[config.mk]
export PLATFORM = sky130hd
export DESIGN_NAME = snbg_scale
export DESIGN_NICKNAME = d
export VERILOG_FILES = /design/src/design/snbg_pkg.sv /design/src/design/snbg_scale.sv
export SDC_FILE = /design/constraint.sdc
export NUM_CORES = 1
export LEC_CHECK = 0
export ABC_CLOCK_PERIOD_IN_PS = 11100
export BUFFER_PORTS_ARGS = -buffer_cell sky130_fd_sc_hd__buf_4
export CORE_MARGIN = 1.5
export CORE_UTILIZATION = 60
export CTS_CLUSTER_SIZE = 30
export DETAILED_ROUTE_END_ITERATION = 8
export GPL_ROUTABILITY_DRIVEN = 0
export GPL_TIMING_DRIVEN = 0
export PLACE_DENSITY = 0.86
export SLEW_MARGIN = 15
export SYNTH_ARGS = -nofsm -noshare
export SYNTH_HDL_FRONTEND = slang
export SYNTH_SLANG_ARGS = --single-unit
[constraint.sdc]
create_clock -name clk -period 11.1 [get_ports clk]
set_input_delay 0 -clock clk [delete_from_list [all_inputs] [get_ports clk]]
set_output_delay 0 -clock clk [all_outputs]
set_load 0.05 [all_outputs]
[src/design/snbg_pkg.sv]
`default_nettype none
// ----------------------------------------------------------------------------
// snbg_pkg
// Shared types and constants for the shock node boundary geometry pipeline.
// ----------------------------------------------------------------------------
package snbg_pkg;

  localparam int UNIT_W   = 16;
  localparam int SINE_LAT = 8;   // register stages in the sine pipeline

  typedef logic signed [UNIT_W-1:0] unit_t;

  // odd polynomial constants for sin(pi/2 * x), Q30
  localparam logic [30:0] POLY_K0 = 31'd1686629713;
  localparam logic [30:0] POLY_K1 = 31'd693598668;
  localparam logic [30:0] POLY_K2 = 31'd85569305;
  localparam logic [30:0] POLY_K3 = 31'd5026995;
  localparam logic [30:0] POLY_K4 = 31'd172272;

  localparam logic [30:0] ONE_Q30 = 31'h4000_0000;
  localparam unit_t       UNIT_MAX = 16'sd32767;

endpackage
`default_nettype wire

[src/design/snbg_scale.sv]
`default_nettype none
// ----------------------------------------------------------------------------
// snbg_scale
// Registered length times Q15 component, floored by 15 bits.
// ----------------------------------------------------------------------------
module snbg_scale
  import snbg_pkg::*;
#(
  parameter int COORD_BITS = 24
) (
  input  wire logic                         clk,
  input  wire logic                         en,
  input  wire logic signed [COORD_BITS-1:0] len,
  input  wire unit_t                        comp,
  output logic signed [COORD_BITS-1:0]      scaled
);

  logic signed [COORD_BITS+UNIT_W-1:0] prod;
  logic signed [COORD_BITS+UNIT_W-1:0] shifted;

  assign prod    = len * comp;
  assign shifted = prod >>> 15;

  always_ff @(posedge clk) begin
    if (en) scaled <= shifted[COORD_BITS-1:0];
  end

endmodule
`default_nettype wire

==> run_results.csv <==
group,metric,value,unit
routing,drtIter0Drc,957,
sta,tns,0,ns
sta,fmaxAchievable,0.1568,GHz
sta,fin_crit_sh,57.46,%
cells_and_area,antennaDiodeCount,0,
clock_network,cts_resized,0,
yosys,ys_ff_latch,24,
setup_path,cp_cell_sequence,"buf_4, clkbuf_1, nand2_1, fa_1, fa_1, fa_1, inv_1, fa_1, fa_1, inv_1, fa_1, inv_1, ha_1, o21a_1, o2111ai_1, a21oi_1, nor3_2, a21oi_2, a32oi_1, a31oi_2, a21oi_2, xnor2_1",
setup_path,cp_max_fo,10,
clock_network,cts_sinks,24,
yosys,synth_edf_count,24,
global_route,grt_antenna_before_repair,1,
sta,maxSlewViolCount,0,
setup_path,end_kind,"register",
routing,ant_nets,0,
clock_network,holdBufCountCts,0,
outcome,outcome,"complete, no violations",
yosys,synthFlopType,"edfxtp_1",
yosys,synth_top_area_share,52.86,%
yosys,ys_async_sr_fraction,0,%
cells_and_area,nets,2074,
hold_path,min_path_type,"in2reg",
setup_path,path_class,"in2reg",
sta,hold_violations,0,
floorplanning,die_h,155.2,um
sta,rsz0062_at_grt,"no",
clock_network,cts_tree,"done",
clock_network,root_buffer,"clkbuf_16",
clock_network,cts_buffers,3,
floorplanning,chipWidth,155.2,um
place,numPortBuffers,65,
cells_and_area,layout-drive-gt1-share,4.965,%
routing,wl_per_cell,19.16,um
yosys,synth_most_common_cell,"inv_1",
setup_path,crit_path_frequent_cell,"fa_1",
floorplanning,io_pins,66,
yosys,yosys-top-cells-area,"fa_1 (53%), inv_1 (12%), ha_1 (8.4%), and2_1 (6.8%), nand2_1 (5.8%)",
yosys,synth_commonest_cells,"inv_1 (429), fa_1 (367), nand2_1 (216)",
yosys,synth_warnings,0,
routing,wl,35550,um
clock_network,htree_levels,1,
cells_and_area,areaGrowthSynthToFinish,6.644,%
routing,vias,10397,
cells_and_area,largest_reg_flops,24,
sta,setup-violations-final,0,
setup_path,cp_num_buf_inv,5,
routing,first_pass_iters,9,
yosys,synth_top_area_cell,"fa_1",
floorplanning,rows,55,
sta,final.min_clock_period,6.378,ns
yosys,yosysUniqueCellTypes,42,
place,dpl.hpwl,30110,um
setup_path,max_stage_delay,0.61,ns
global_route,grt_overflow,0,
clock_network,clkSlewWorstSetupHoldPaths,0.08,ns
routing,drc,0,
global_route,grt_usage,32.32,%
clock_network,clock_path_buffers,2,
sta,slew_headroom,41.82,%
yosys,yosysSeqAreaShare,5.185,%
floorplanning,initial_core_util,61.21,%
yosys,synth_nets,2004,
yosys,netlist_instances,1502,
clock_network,postCtsSetupBuffers,0,
routing,viasPerCell,5.602,
cells_and_area,fillers,1756,
global_route,grt_pass1_wl,59000,um
cells_and_area,regMostFlops,"scaled",
setup_path,path_delay_family,"adder cells",
sta,worst_slew_pin_slew,0.8726,ns
cells_and_area,reg_top3,"scaled x24",
global_route,grt_pass1_vias,11836,
setup_path,required,11.11,ns
yosys,synth_area_per_cell,9.254,um^2
flow_run,cap_violations,0,
setup_path,cp.arrival,6.39,ns
floorplanning,core,22710,um^2
yosys,synth_area,13900,um^2
setup_path,slowest_stage,"clkbuf_1",
global_route,grt_max_degree,25,
floorplanning,die_area,24090,um^2
setup_path,start_kind,"input pin",
==> cell families after synthesis <==
group | synth area share (%)
flops | 5.185
fa+ha+maj | 61.23
simple gates | 14.64
xor+xnor | 2.331
compound gates | 3.493
buf+inv | 13.12
==> placed cells by master (no fill, tap or decap), types with 4 or more instances in the layout <==
cell type,count
a21o_1,9
nor2_1,29
o21a_1,4
buf_4,65
fa_1,367
and2_1,150
o21ai_0,7
nand2b_1,9
clkbuf_1,55
ha_1,93
a21oi_1,24
nand2_1,216
o21ai_1,6
inv_1,429
xnor2_1,25
edfxtp_1,24
nor3_1,4
xor2_1,12
o211ai_1,4
nand3_1,4
==> routing by layer <==
layer | track usage (%) | up-vias | routed length, um
li1 | - | 4408 | -
met1 | 37.67 | 5156 | 12110
met2 | 54.35 | 626 | 17180
met3 | 9.331 | 205 | 3823
met4 | 17.41 | 2 | 2431
met5 | 0 | - | 8
==> worst paths after layout <==
kind | start | to | slack (ns) | cells past startpoint
max | comp[3] | scaled[23] | 4.72 | 22
min | en | scaled[10] | 0.17 | 1
==> per-stage QoR <==
| stage | cell area, um^2 | hold WS, ns | std cells | util [%] | setup WS [ns] |
|---|---|---|---|---|---|
| finish | 14820 | 0.1736 | 1856 | 65.27 | 4.722 |
| global route | 14820 | 0.1919 | 1856 | 65.27 | 4.529 |
| CTS | 14820 | 0.1827 | 1856 | 65.27 | 4.833 |
| detailed placement | 14740 | 0.4672 | 1852 | 64.93 | 4.538 |
| global placement | 14740 | 0.4588 | 1852 | 64.93 | 4.695 |
| floorplan | 13900 | 0.1125 | 1502 | - | 5.604 |
==> area by class of cell <==
class | instances | area, um^2 | share of cell area, %
multi-input combinational | 992 | 11350 | 76.60
timing repair buffer | 65 | 488.0 | 3.292
clock buffer | 3 | 75.07 | 0.5065
inverter | 431 | 1618 | 10.91
tap | 285 | 356.6 | 2.406
sequential | 24 | 720.7 | 4.862
buffer | 55 | 206.4 | 1.393
clock inverter | 1 | 3.754 | 0.02532
Power is left out: the tool's default activity adds up to more than one toggle a clock period on the data nets, which glitch-free logic cannot reach.
